**config.mk**
```make
export PLATFORM = sky130hd
export DESIGN_NAME = ppg_peak_rate_detector
export DESIGN_NICKNAME = d
export VERILOG_FILES = /design/src/sv/ppg_pkg.sv /design/src/sv/ppg_div.sv /design/src/sv/ppg_peak_rate_detector.sv
export SDC_FILE = /design/constraint.sdc
export NUM_CORES = 2
export LEC_CHECK = 0
export BUFFER_PORTS_ARGS = -buffer_cell sky130_fd_sc_hd__buf_2
export CORE_MARGIN = 2
export CORE_UTILIZATION = 55
export CTS_CLUSTER_SIZE = 40
export DETAILED_ROUTE_END_ITERATION = 6
export PLACE_DENSITY = 0.71
export SETUP_SLACK_MARGIN = 0.3
export SLEW_MARGIN = 20
export SYNTH_ARGS = -nofsm -noshare
export SYNTH_HDL_FRONTEND = slang
export SYNTH_SLANG_ARGS = --single-unit
```
**constraint.sdc**
```tcl
create_clock -name i_clk -period 10 [get_ports i_clk]
set_clock_uncertainty 0.2 [all_clocks]
set_input_delay 1 -clock i_clk [delete_from_list [all_inputs] [get_ports i_clk]]
set_output_delay 1 -clock i_clk [all_outputs]
set_load 0.02 [all_outputs]
```
**src/sv/ppg_pkg.sv**
```systemverilog
// Shared types and constants of the PPG peak-rate detector.
`default_nettype none

package ppg_pkg;

    // Configuration register indexes
    localparam logic [2:0] CFG_DC_ALPHA     = 3'd0;
    localparam logic [2:0] CFG_PEAK_THR     = 3'd1;
    localparam logic [2:0] CFG_RELEASE_THR  = 3'd2;
    localparam logic [2:0] CFG_REFRACTORY   = 3'd3;
    localparam logic [2:0] CFG_MAX_INTERVAL = 3'd4;
    localparam logic [2:0] CFG_IRR_DELTA    = 3'd5;
    localparam logic [2:0] CFG_IRR_LIMIT    = 3'd6;

    // Shared divider widths
    localparam int DIV_W = 20;
    localparam int DSR_W = 16;

    // Rate constants, tenths of bpm
    localparam logic [DIV_W-1:0] RATE_NUM = 20'd600000;
    localparam logic [11:0]      RATE_MAX = 12'd2200;
    localparam logic [11:0]      RATE_MIN = 12'd300;

    typedef struct packed {
        logic             start;
        logic [DIV_W-1:0] dividend;
        logic [DSR_W-1:0] divisor;
    } t_div_req;

    typedef struct packed {
        logic             done;
        logic [DIV_W-1:0] quotient;
    } t_div_rsp;

endpackage

`default_nettype wire

```
**src/sv/ppg_div.sv**
```systemverilog
// Shared restoring divider, one quotient bit per cycle.
`default_nettype none

module ppg_div
    import ppg_pkg::*;
(
    input  wire logic     i_clk,
    input  wire logic     i_rst_n,
    input  wire t_div_req i_req,
    output t_div_rsp      o_rsp
);

    localparam int CNT_W = $clog2(DIV_W);
    localparam logic [CNT_W-1:0] LAST = CNT_W'(DIV_W - 1);

    logic             r_busy;
    logic             r_done;
    logic [CNT_W-1:0] r_cnt;
    logic [DSR_W-1:0] r_rem;
    logic [DIV_W-1:0] r_quo;
    logic [DSR_W-1:0] r_dsr;

    logic [DSR_W:0]   trial;
    logic             ge;
    logic [DSR_W:0]   diff;
    logic [DSR_W-1:0] n_rem;

    always_comb begin
        trial = {r_rem, r_quo[DIV_W-1]};
        ge    = trial >= {1'b0, r_dsr};
        diff  = trial - {1'b0, r_dsr};
        n_rem = ge ? diff[DSR_W-1:0] : trial[DSR_W-1:0];
    end

    always_ff @(posedge i_clk) begin
        if (!i_rst_n) begin
            r_busy <= 1'b0;
            r_done <= 1'b0;
            r_cnt  <= '0;
        end else begin
            r_done <= r_busy && (r_cnt == LAST);
            if (i_req.start) begin
                r_busy <= 1'b1;
                r_cnt  <= '0;
                r_rem  <= '0;
                r_quo  <= i_req.dividend;
                r_dsr  <= i_req.divisor;
            end else if (r_busy) begin
                // shift one dividend bit in, subtract when it fits
                r_rem <= n_rem;
                r_quo <= {r_quo[DIV_W-2:0], ge};
                r_cnt <= r_cnt + 1'b1;
                if (r_cnt == LAST) begin
                    r_busy <= 1'b0;
                end
            end
        end
    end

    assign o_rsp.done     = r_done;
    assign o_rsp.quotient = r_quo;

    a_no_restart: assert property (@(posedge i_clk) disable iff (!i_rst_n)
        i_req.start |-> !r_busy)
        else $error("divider restarted while busy");

    a_busy_from_start: assert property (@(posedge i_clk) disable iff (!i_rst_n)
        $rose(r_busy) |-> $past(i_req.start))
        else $error("divider went busy without a start");

    a_rem_bound: assert property (@(posedge i_clk) disable iff (!i_rst_n)
        (r_done && r_dsr != '0) |-> (r_rem < r_dsr))
        else $error("divider remainder not below divisor");

endmodule

`default_nettype wire

```
**src/sv/ppg_peak_rate_detector.sv**
```systemverilog
// Top level of the PPG peak-rate detector: filter, peak logic, rate sequencer.
//
// Usage: each transfer on the s_axis side carries one raw 18-bit IR sample and
// its millisecond timestamp. The block removes the baseline with a one-pole
// IIR filter (Q18.16 state), detects peaks with arm/release hysteresis and a
// refractory time, and turns each in-range interbeat interval into a rate in
// tenths of bpm. Every input gives exactly one m_axis transfer with the AC
// level, the beat flag, current and average rate and the irregular alert.
// Configuration is written through i_cfg_we / i_cfg_idx / i_cfg_data; the
// user must do so only while the block is idle, which the block itself does
// not enforce. An index past the register list is dropped. A sample with a
// rate update runs the shared divider for 600000 / interval and, when the
// history holds a plausible rate, again for the history average; the history
// scan visits each entry in turn. s_axis_tready is high only while the
// sequencer is idle. A result waits in the output register; if the receiver
// stalls, the sequencer holds in its final step until the previous result is
// taken. Synchronous reset clears the filter, peak state, rate history and
// alert, and loads the register defaults.
`default_nettype none

module ppg_peak_rate_detector
    import ppg_pkg::*;
#(
    parameter int HISTORY_DEPTH = 4
) (
    input  wire logic        i_clk,
    input  wire logic        i_rst_n,
    // config write port
    input  wire logic        i_cfg_we,
    input  wire logic [2:0]  i_cfg_idx,
    input  wire logic [17:0] i_cfg_data,
    // input samples
    input  wire logic        s_axis_tvalid,
    output logic             s_axis_tready,
    input  wire logic [55:0] s_axis_tdata,   // ir_sample[17:0], time_ms[49:18]
    // results
    output logic             m_axis_tvalid,
    input  wire logic        m_axis_tready,
    output logic [47:0]      m_axis_tdata    // ac_level[18:0], beat_found[19],
                                             // current_rate_x10[31:20],
                                             // average_rate_x10[43:32],
                                             // irregular_alert[44]
);

    localparam int IDX_W = $clog2(HISTORY_DEPTH);
    localparam int CNT_W = $clog2(HISTORY_DEPTH + 1);
    localparam int SUM_W = 12 + $clog2(HISTORY_DEPTH);
    localparam logic [IDX_W-1:0] IDX_LAST = IDX_W'(HISTORY_DEPTH - 1);

    localparam logic [3:0] S_IDLE  = 4'd0;
    localparam logic [3:0] S_MUL   = 4'd1;
    localparam logic [3:0] S_FILT  = 4'd2;
    localparam logic [3:0] S_AC    = 4'd3;
    localparam logic [3:0] S_DEC   = 4'd4;
    localparam logic [3:0] S_RWAIT = 4'd5;
    localparam logic [3:0] S_SUM   = 4'd6;
    localparam logic [3:0] S_AVG   = 4'd7;
    localparam logic [3:0] S_AWAIT = 4'd8;
    localparam logic [3:0] S_DEV   = 4'd9;
    localparam logic [3:0] S_CNT   = 4'd10;
    localparam logic [3:0] S_OUT   = 4'd11;

    // configuration
    logic [15:0] r_alpha;
    logic [17:0] r_pk_thr;
    logic [17:0] r_rel_thr;
    logic [15:0] r_refr;
    logic [15:0] r_max_ibi;
    logic [11:0] r_irr_delta;
    logic [7:0]  r_irr_limit;

    // sequencer and working registers
    logic [3:0]         r_state;
    logic [17:0]        r_ir;
    logic [31:0]        r_now;
    logic [49:0]        r_prod_a;
    logic [34:0]        r_prod_b;
    logic signed [34:0] r_ac;
    logic [31:0]        r_since;
    logic               r_beat;
    logic [11:0]        r_rate;
    logic [IDX_W-1:0]   r_idx;
    logic [SUM_W-1:0]   r_sum;
    logic [CNT_W-1:0]   r_cnt;
    logic [11:0]        r_dev;
    t_div_req           r_div_req;
    t_div_rsp           div_rsp;

    // detector state
    logic [33:0]        r_base;
    logic               r_armed;
    logic [31:0]        r_last;
    logic [11:0]        r_hist [HISTORY_DEPTH];
    logic [IDX_W-1:0]   r_slot;
    logic [11:0]        r_cur;
    logic [11:0]        r_avg;
    logic [7:0]         r_dev_cnt;
    logic               r_alert;

    // output register
    logic               r_o_valid;
    logic [18:0]        r_o_ac;
    logic               r_o_beat;
    logic [11:0]        r_o_cur;
    logic [11:0]        r_o_avg;
    logic               r_o_alert;

    logic [16:0]        inv_alpha;
    logic               gt_peak;
    logic               lt_rel;
    logic               since_ok;
    logic [11:0]        hist_e;
    logic               hist_ok;
    logic [11:0]        n_rate;
    logic [IDX_W-1:0]   n_slot;
    logic [7:0]         n_cnt_up;
    logic [7:0]         n_cnt_dn;
    logic [18:0]        ac_int;
    logic               out_free;

    ppg_div u_div (
        .i_clk   (i_clk),
        .i_rst_n (i_rst_n),
        .i_req   (r_div_req),
        .o_rsp   (div_rsp)
    );

    always_comb begin
        inv_alpha = 17'h10000 - {1'b0, r_alpha};
        gt_peak   = r_ac > $signed({1'b0, r_pk_thr, 16'h0000});
        lt_rel    = r_ac < $signed({1'b0, r_rel_thr, 16'h0000});
        since_ok  = r_since > {16'h0000, r_refr};
        hist_e    = r_hist[r_idx];
        hist_ok   = (hist_e > RATE_MIN) && (hist_e < RATE_MAX);
        n_rate    = (div_rsp.quotient > {8'h00, RATE_MAX}) ? RATE_MAX
                                                            : div_rsp.quotient[11:0];
        n_slot    = (r_slot == IDX_LAST) ? '0 : r_slot + 1'b1;
        n_cnt_up  = (r_dev_cnt == 8'hFF) ? r_dev_cnt : r_dev_cnt + 8'd1;
        n_cnt_dn  = (r_dev_cnt == 8'h00) ? r_dev_cnt : r_dev_cnt - 8'd1;
        // integer part, truncated toward zero
        ac_int    = r_ac[34:16] + {18'h0, (r_ac[34] && (r_ac[15:0] != 16'h0000))};
        out_free  = !r_o_valid || m_axis_tready;
    end

    // configuration writes
    always_ff @(posedge i_clk) begin
        if (!i_rst_n) begin
            r_alpha     <= 16'd62259;
            r_pk_thr    <= 18'd150;
            r_rel_thr   <= 18'd60;
            r_refr      <= 16'd300;
            r_max_ibi   <= 16'd2000;
            r_irr_delta <= 12'd200;
            r_irr_limit <= 8'd3;
        end else if (i_cfg_we) begin
            unique case (i_cfg_idx)
                CFG_DC_ALPHA:     r_alpha     <= i_cfg_data[15:0];
                CFG_PEAK_THR:     r_pk_thr    <= i_cfg_data;
                CFG_RELEASE_THR:  r_rel_thr   <= i_cfg_data;
                CFG_REFRACTORY:   r_refr      <= i_cfg_data[15:0];
                CFG_MAX_INTERVAL: r_max_ibi   <= i_cfg_data[15:0];
                CFG_IRR_DELTA:    r_irr_delta <= i_cfg_data[11:0];
                CFG_IRR_LIMIT:    r_irr_limit <= i_cfg_data[7:0];
                default: ;
            endcase
        end
    end

    // sequencer
    always_ff @(posedge i_clk) begin
        if (!i_rst_n) begin
            r_state         <= S_IDLE;
            r_div_req.start <= 1'b0;
            r_base          <= '0;
            r_armed         <= 1'b0;
            r_last          <= '0;
            r_slot          <= '0;
            r_cur           <= '0;
            r_avg           <= '0;
            r_dev_cnt       <= '0;
            r_alert         <= 1'b0;
            r_o_valid       <= 1'b0;
            for (int i = 0; i < HISTORY_DEPTH; i++) begin
                r_hist[i] <= '0;
            end
        end else begin
            r_div_req.start <= 1'b0;
            if (m_axis_tvalid && m_axis_tready) begin
                r_o_valid <= 1'b0;
            end
            unique case (r_state)
                S_IDLE: begin
                    if (s_axis_tvalid) begin
                        r_ir    <= s_axis_tdata[17:0];
                        r_now   <= s_axis_tdata[49:18];
                        r_state <= S_MUL;
                    end
                end
                S_MUL: begin
                    r_prod_a <= {34'h0, r_alpha} * {16'h0, r_base};
                    r_prod_b <= {18'h0, inv_alpha} * {17'h0, r_ir};
                    r_state  <= S_FILT;
                end
                S_FILT: begin
                    // the input term already has 16 fraction bits, so only the feedback term is shifted
                    r_base  <= r_prod_a[49:16] + r_prod_b[33:0];
                    r_state <= S_AC;
                end
                S_AC: begin
                    r_ac    <= $signed({1'b0, r_ir, 16'h0000}) - $signed({1'b0, r_base});
                    r_since <= r_now - r_last;
                    r_state <= S_DEC;
                end
                S_DEC: begin
                    if (gt_peak && !r_armed && since_ok) begin
                        r_beat  <= 1'b1;
                        r_armed <= 1'b1;
                        r_last  <= r_now;
                        if (r_since < {16'h0000, r_max_ibi}) begin
                            r_div_req.start    <= 1'b1;
                            r_div_req.dividend <= RATE_NUM;
                            r_div_req.divisor  <= r_since[15:0];
                            r_state            <= S_RWAIT;
                        end else begin
                            r_state <= S_OUT;
                        end
                    end else begin
                        r_beat <= 1'b0;
                        if (lt_rel) begin
                            r_armed <= 1'b0;
                        end
                        r_state <= S_OUT;
                    end
                end
                S_RWAIT: begin
                    if (div_rsp.done) begin
                        r_rate         <= n_rate;
                        r_hist[r_slot] <= n_rate;
                        r_slot         <= n_slot;
                        r_idx          <= '0;
                        r_sum          <= '0;
                        r_cnt          <= '0;
                        r_state        <= S_SUM;
                    end
                end
                S_SUM: begin
                    // scan one history entry a cycle, keep only plausible rates
                    if (hist_ok) begin
                        r_sum <= r_sum + {(SUM_W-12)'(0), hist_e};
                        r_cnt <= r_cnt + 1'b1;
                    end
                    r_idx <= r_idx + 1'b1;
                    if (r_idx == IDX_LAST) begin
                        r_state <= S_AVG;
                    end
                end
                S_AVG: begin
                    if (r_cnt != '0) begin
                        r_div_req.start    <= 1'b1;
                        r_div_req.dividend <= DIV_W'(r_sum);
                        r_div_req.divisor  <= DSR_W'(r_cnt);
                        r_state            <= S_AWAIT;
                    end else begin
                        r_state <= S_DEV;
                    end
                end
                S_AWAIT: begin
                    if (div_rsp.done) begin
                        r_avg   <= div_rsp.quotient[11:0];
                        r_cur   <= r_rate;
                        r_state <= S_DEV;
                    end
                end
                S_DEV: begin
                    r_dev   <= (r_rate > r_avg) ? r_rate - r_avg : r_avg - r_rate;
                    r_state <= S_CNT;
                end
                S_CNT: begin
                    if (r_dev > r_irr_delta) begin
                        r_dev_cnt <= n_cnt_up;
                        if (n_cnt_up >= r_irr_limit) begin
                            r_alert <= 1'b1;
                        end
                    end else begin
                        r_dev_cnt <= n_cnt_dn;
                        if (n_cnt_dn == 8'h00) begin
                            r_alert <= 1'b0;
                        end
                    end
                    r_state <= S_OUT;
                end
                S_OUT: begin
                    // hold until the output register is free
                    if (out_free) begin
                        r_o_valid <= 1'b1;
                        r_o_ac    <= ac_int;
                        r_o_beat  <= r_beat;
                        r_o_cur   <= r_cur;
                        r_o_avg   <= r_avg;
                        r_o_alert <= r_alert;
                        r_state   <= S_IDLE;
                    end
                end
                default: r_state <= S_IDLE;
            endcase
        end
    end

    assign s_axis_tready = (r_state == S_IDLE);
    assign m_axis_tvalid = r_o_valid;
    assign m_axis_tdata  = {3'b000, r_o_alert, r_o_avg, r_o_cur, r_o_beat, r_o_ac};

    a_alert_has_count: assert property (@(posedge i_clk) disable iff (!i_rst_n)
        r_alert |-> (r_dev_cnt != 8'h00))
        else $error("irregular alert raised with zero deviation count");

    a_rates_in_range: assert property (@(posedge i_clk) disable iff (!i_rst_n)
        (r_avg <= RATE_MAX) && (r_cur <= RATE_MAX))
        else $error("rate register above the rate ceiling");

    a_stall_holds: assert property (@(posedge i_clk) disable iff (!i_rst_n)
        (r_state == S_OUT && r_o_valid && !m_axis_tready) |=> (r_state == S_OUT))
        else $error("sequencer left its final step while the result was stalled");

endmodule

`default_nettype wire
```
==> results.json <==
{
  "grt_pass1_vias": 42697,
  "crit_path_end_kind": "flip-flop",
  "synth_edf_count": 405,
  "path_clk_slew_ns": 0.06,
  "fmax_mhz": 115.0,
  "via_per_inst": 5.620,
  "finalSetupViolations": 0,
  "busiest_layer": "met2",
  "hp-class": "reg -> reg",
  "period_needed_ns": 8.694,
  "htreeDepth": 3,
  "die_h_um": 328.0,
  "grt_use_met3_pct": 4.783,
  "synthDistinctLibCells": 88,
  "synth.avg_cell_area_um2": 9.548,
  "max-cap-violations": 0,
  "drt-wirelength-per-cell_um": 19.39,
  "layout.nets": 7265,
  "drtIter0Drc": 3443,
  "clock_sinks": 626,
  "slew-limit-headroom_pct": 18.91,
  "synthArstFlopShare_pct": 0,
  "nFillCells": 8782,
  "synth.most_common_cell": "inv_1",
  "routed-via-count": 42024,
  "syn_inst": 6047,
  "dieWidth_um": 328.0,
  "synth.largest_area_cell": "fa_1",
  "firstDrtPassIters": 5,
  "clock_latency_ns": 0.64,
  "yosys-top-cells-area": "fa_1 24%, edfxtp_1 21%, ha_1 9.9%, dfxtp_1 7.7%, inv_1 6.4%",
  "path_max_fanout": 18,
  "syn_to_final_growth_pct": 7.325,
  "p_sw_mw": 5.255,
  "antenna_found_initial": 8,
  "synth_common_cells": "984 x inv_1, 961 x nand2_1, 689 x fa_1",
  "grt.overflow.total": 0,
  "rsz0062_at_grt": "no",
  "maxSlewViolCount": 0,
  "crit_slowest_cell": "fa_1",
  "netlist_area_mm2": 0.05773,
  "io_buffers": 122,
  "synth_top_area_share_pct": 23.89,
  "grtUsageMet2_pct": 45.84,
  "ant_nets": 0,
  "period_share_pct": 86.94,
  "post_cts_resized": 0,
  "p_sw_share_pct": 41.79,
  "cts-root-buf": "clkbuf_16",
  "crit_required_ns": 10.18,
  "outcome": "finished, final reports clean",
  "hold_buffers": 0,
  "core_region_area_mm2": 0.1038,
  "layout-drive-gt1-share_pct": 6.202,
  "place_hpwl_mm": 105.2,
  "path_class": "reg -> reg",
  "setup_slack_ns": 1.306,
  "clock_path_buffers": 3,
  "initial_utilization_pct": 55.62,
  "p_total_mw": 12.57,
  "cts_tree": "done",
  "place_ws_ns": 1.524,
  "dieArea_mm2": 0.1076,
  "grt.met1_usage_pct": 37.22,
  "place_congestion": 0.8942,
  "drc": 0,
  "yosysWarnings": 0,
  "grt.total_usage_pct": 27.58,
  "synth_seq_cells": 626,
  "numCtsBuffers": 68,
  "arrival_ns": 8.88,
  "seqPwrFrac_pct": 26.5,
  "grt_max_degree": 72,
  "cp-start-kind": "flip-flop",
  "ys_seq_area_share_pct": 28.73,
  "irDropWorstVdd_mv": 0.3712,
  "crit_path_max_incr_delay_ns": 0.56,
  "tns_ns": 0,
  "rrSetupSlack_ns": 1.31,
  "finalWirelength_mm": 145.0,
  "clockPowerShare_pct": 20.5,
  "leakagePower_nw": 26.77,
  "ios": 132,
  "grt_pass1_wl_mm": 232.8,
  "tightest_slew_ns": 1.216,
  "post_cts_buffers": 0,
  "p_int_mw": 7.319,
  "rows": 118,
  "power_per_cell_area_mw_per_mm2": 202.9,
  "ys.flop_type": "edfxtp_1",
  "hold_slack_ns": 0.1989,
  "power_frac_comb_pct": 53.0,
  "hold_viol": 0
}
## layout by cell type (no fill, tap or decap), types with 20 or more instances in the layout
cell type	synthesis	layout
fa_1	689	689
xor2_1	65	65
clkbuf_16	0	69
nor4_1	27	27
nand3_1	77	77
and2_1	321	321
o21a_1	34	34
a211oi_1	31	31
ha_1	455	455
nand2b_1	39	39
a21o_1	125	125
inv_1	984	983
o21ai_0	97	97
and3_1	28	26
o211ai_1	40	40
edfxtp_1	405	405
buf_2	11	122
xnor2_1	148	148
buf_4	9	82
a21oi_1	295	295
a31oi_1	25	25
mux2i_1	52	52
nand2_1	961	961
dfxtp_1	221	217
nor3_1	56	53
nand4_1	34	34
nor2b_1	47	47
or3_1	20	20
o21bai_1	23	23
nor2_1	245	241
## cell type report
cell class	count	area, um^2	share of cell area, %
inverters	984	3699	5.969
clock buffers	93	1877	3.029
diodes	3	7.507	0.01212
flip-flops and latches	626	16590	26.78
clock inverters	33	412.9	0.6664
repair buffers	206	1265	2.041
multi-input cells	4153	36380	58.72
well taps	1380	1727	2.787
## stage by stage
step,util (%),cell area (um^2),cells
4_1_cts,59.65,61920,7473
6_report,59.70,61960,7478
3_5_place_dp,57.45,59630,7347
3_3_place_gp,57.45,59620,7347
2_1_floorplan,-,57740,6049
5_1_grt,59.70,61960,7478
## logic make-up after synthesis
| logic type | Yosys count | synth area share [%] |
|---|---|---|
| flip-flops | 626 | 28.73 |
| other | 1 | 0.006495 |
| buffers and inverters | 1270 | 8.352 |
| AND/OR/NAND/NOR | 1903 | 15.24 |
| AO/OA/AOI/OAI | 809 | 8.994 |
| adder cells (fa/ha/maj) | 1144 | 33.75 |
| XOR/XNOR | 213 | 3.231 |
| multiplexers | 81 | 1.701 |
## worst max-delay path, delay by kind of cell, from the launching register on
kind / cells / cell delay, ns
AO/OA/AOI/OAI: 7 / 1.81
flip-flops: 1 / 0.31
adder cells (fa/ha/maj): 7 / 3.15
AND/OR/NAND/NOR: 8 / 2.18
buffers and inverters: 6 / 0.54
XOR/XNOR: 2 / 0.25
## routing by layer
layer / share of wire, % / up-vias
met3: 7.7 / 261
li1: - / 19428
met4: 2.8 / 0
met5: 0 / -
met2: 48 / 1434
met1: 41 / 20901
## sequential cells by signal (all words and copies together), names as in the netlist, 18 cells and up, named ones only
| signal | cells |
|---|---|
| r_hist | 48 |
| r_ac | 35 |
| r_base | 34 |
| r_prod_a | 34 |
| r_prod_b | 34 |
| r_div_req | 32 |
| r_last | 32 |
| r_now | 32 |
| r_since | 32 |
| u_div.r_quo | 20 |
| r_o_ac | 19 |
| r_ir | 18 |
| r_pk_thr | 18 |
| r_rel_thr | 18 |
## final timing paths
kind,start,endpoint,cells after the start
worst max-delay path,r_alpha[2],r_prod_b[33],30
worst min-delay path,r_div_req[15],u_div.r_dsr[15],0
worst max register to register,r_alpha[2],r_prod_b[33],30
worst min register to register,r_div_req[15],u_div.r_dsr[15],0
## power groups by stage
stage	sequential, mW	clock, mW	combinational, mW
2_1_floorplan	3.23	0	5.03
4_1_cts	3.33	2.61	6.66
3_3_place_gp	3.38	0	6.48
5_1_grt	3.34	2.70	7.53
6_report	3.33	2.57	6.67
3_5_place_dp	3.38	0	6.56
Note: power is estimated with default switching activity, not from simulation.
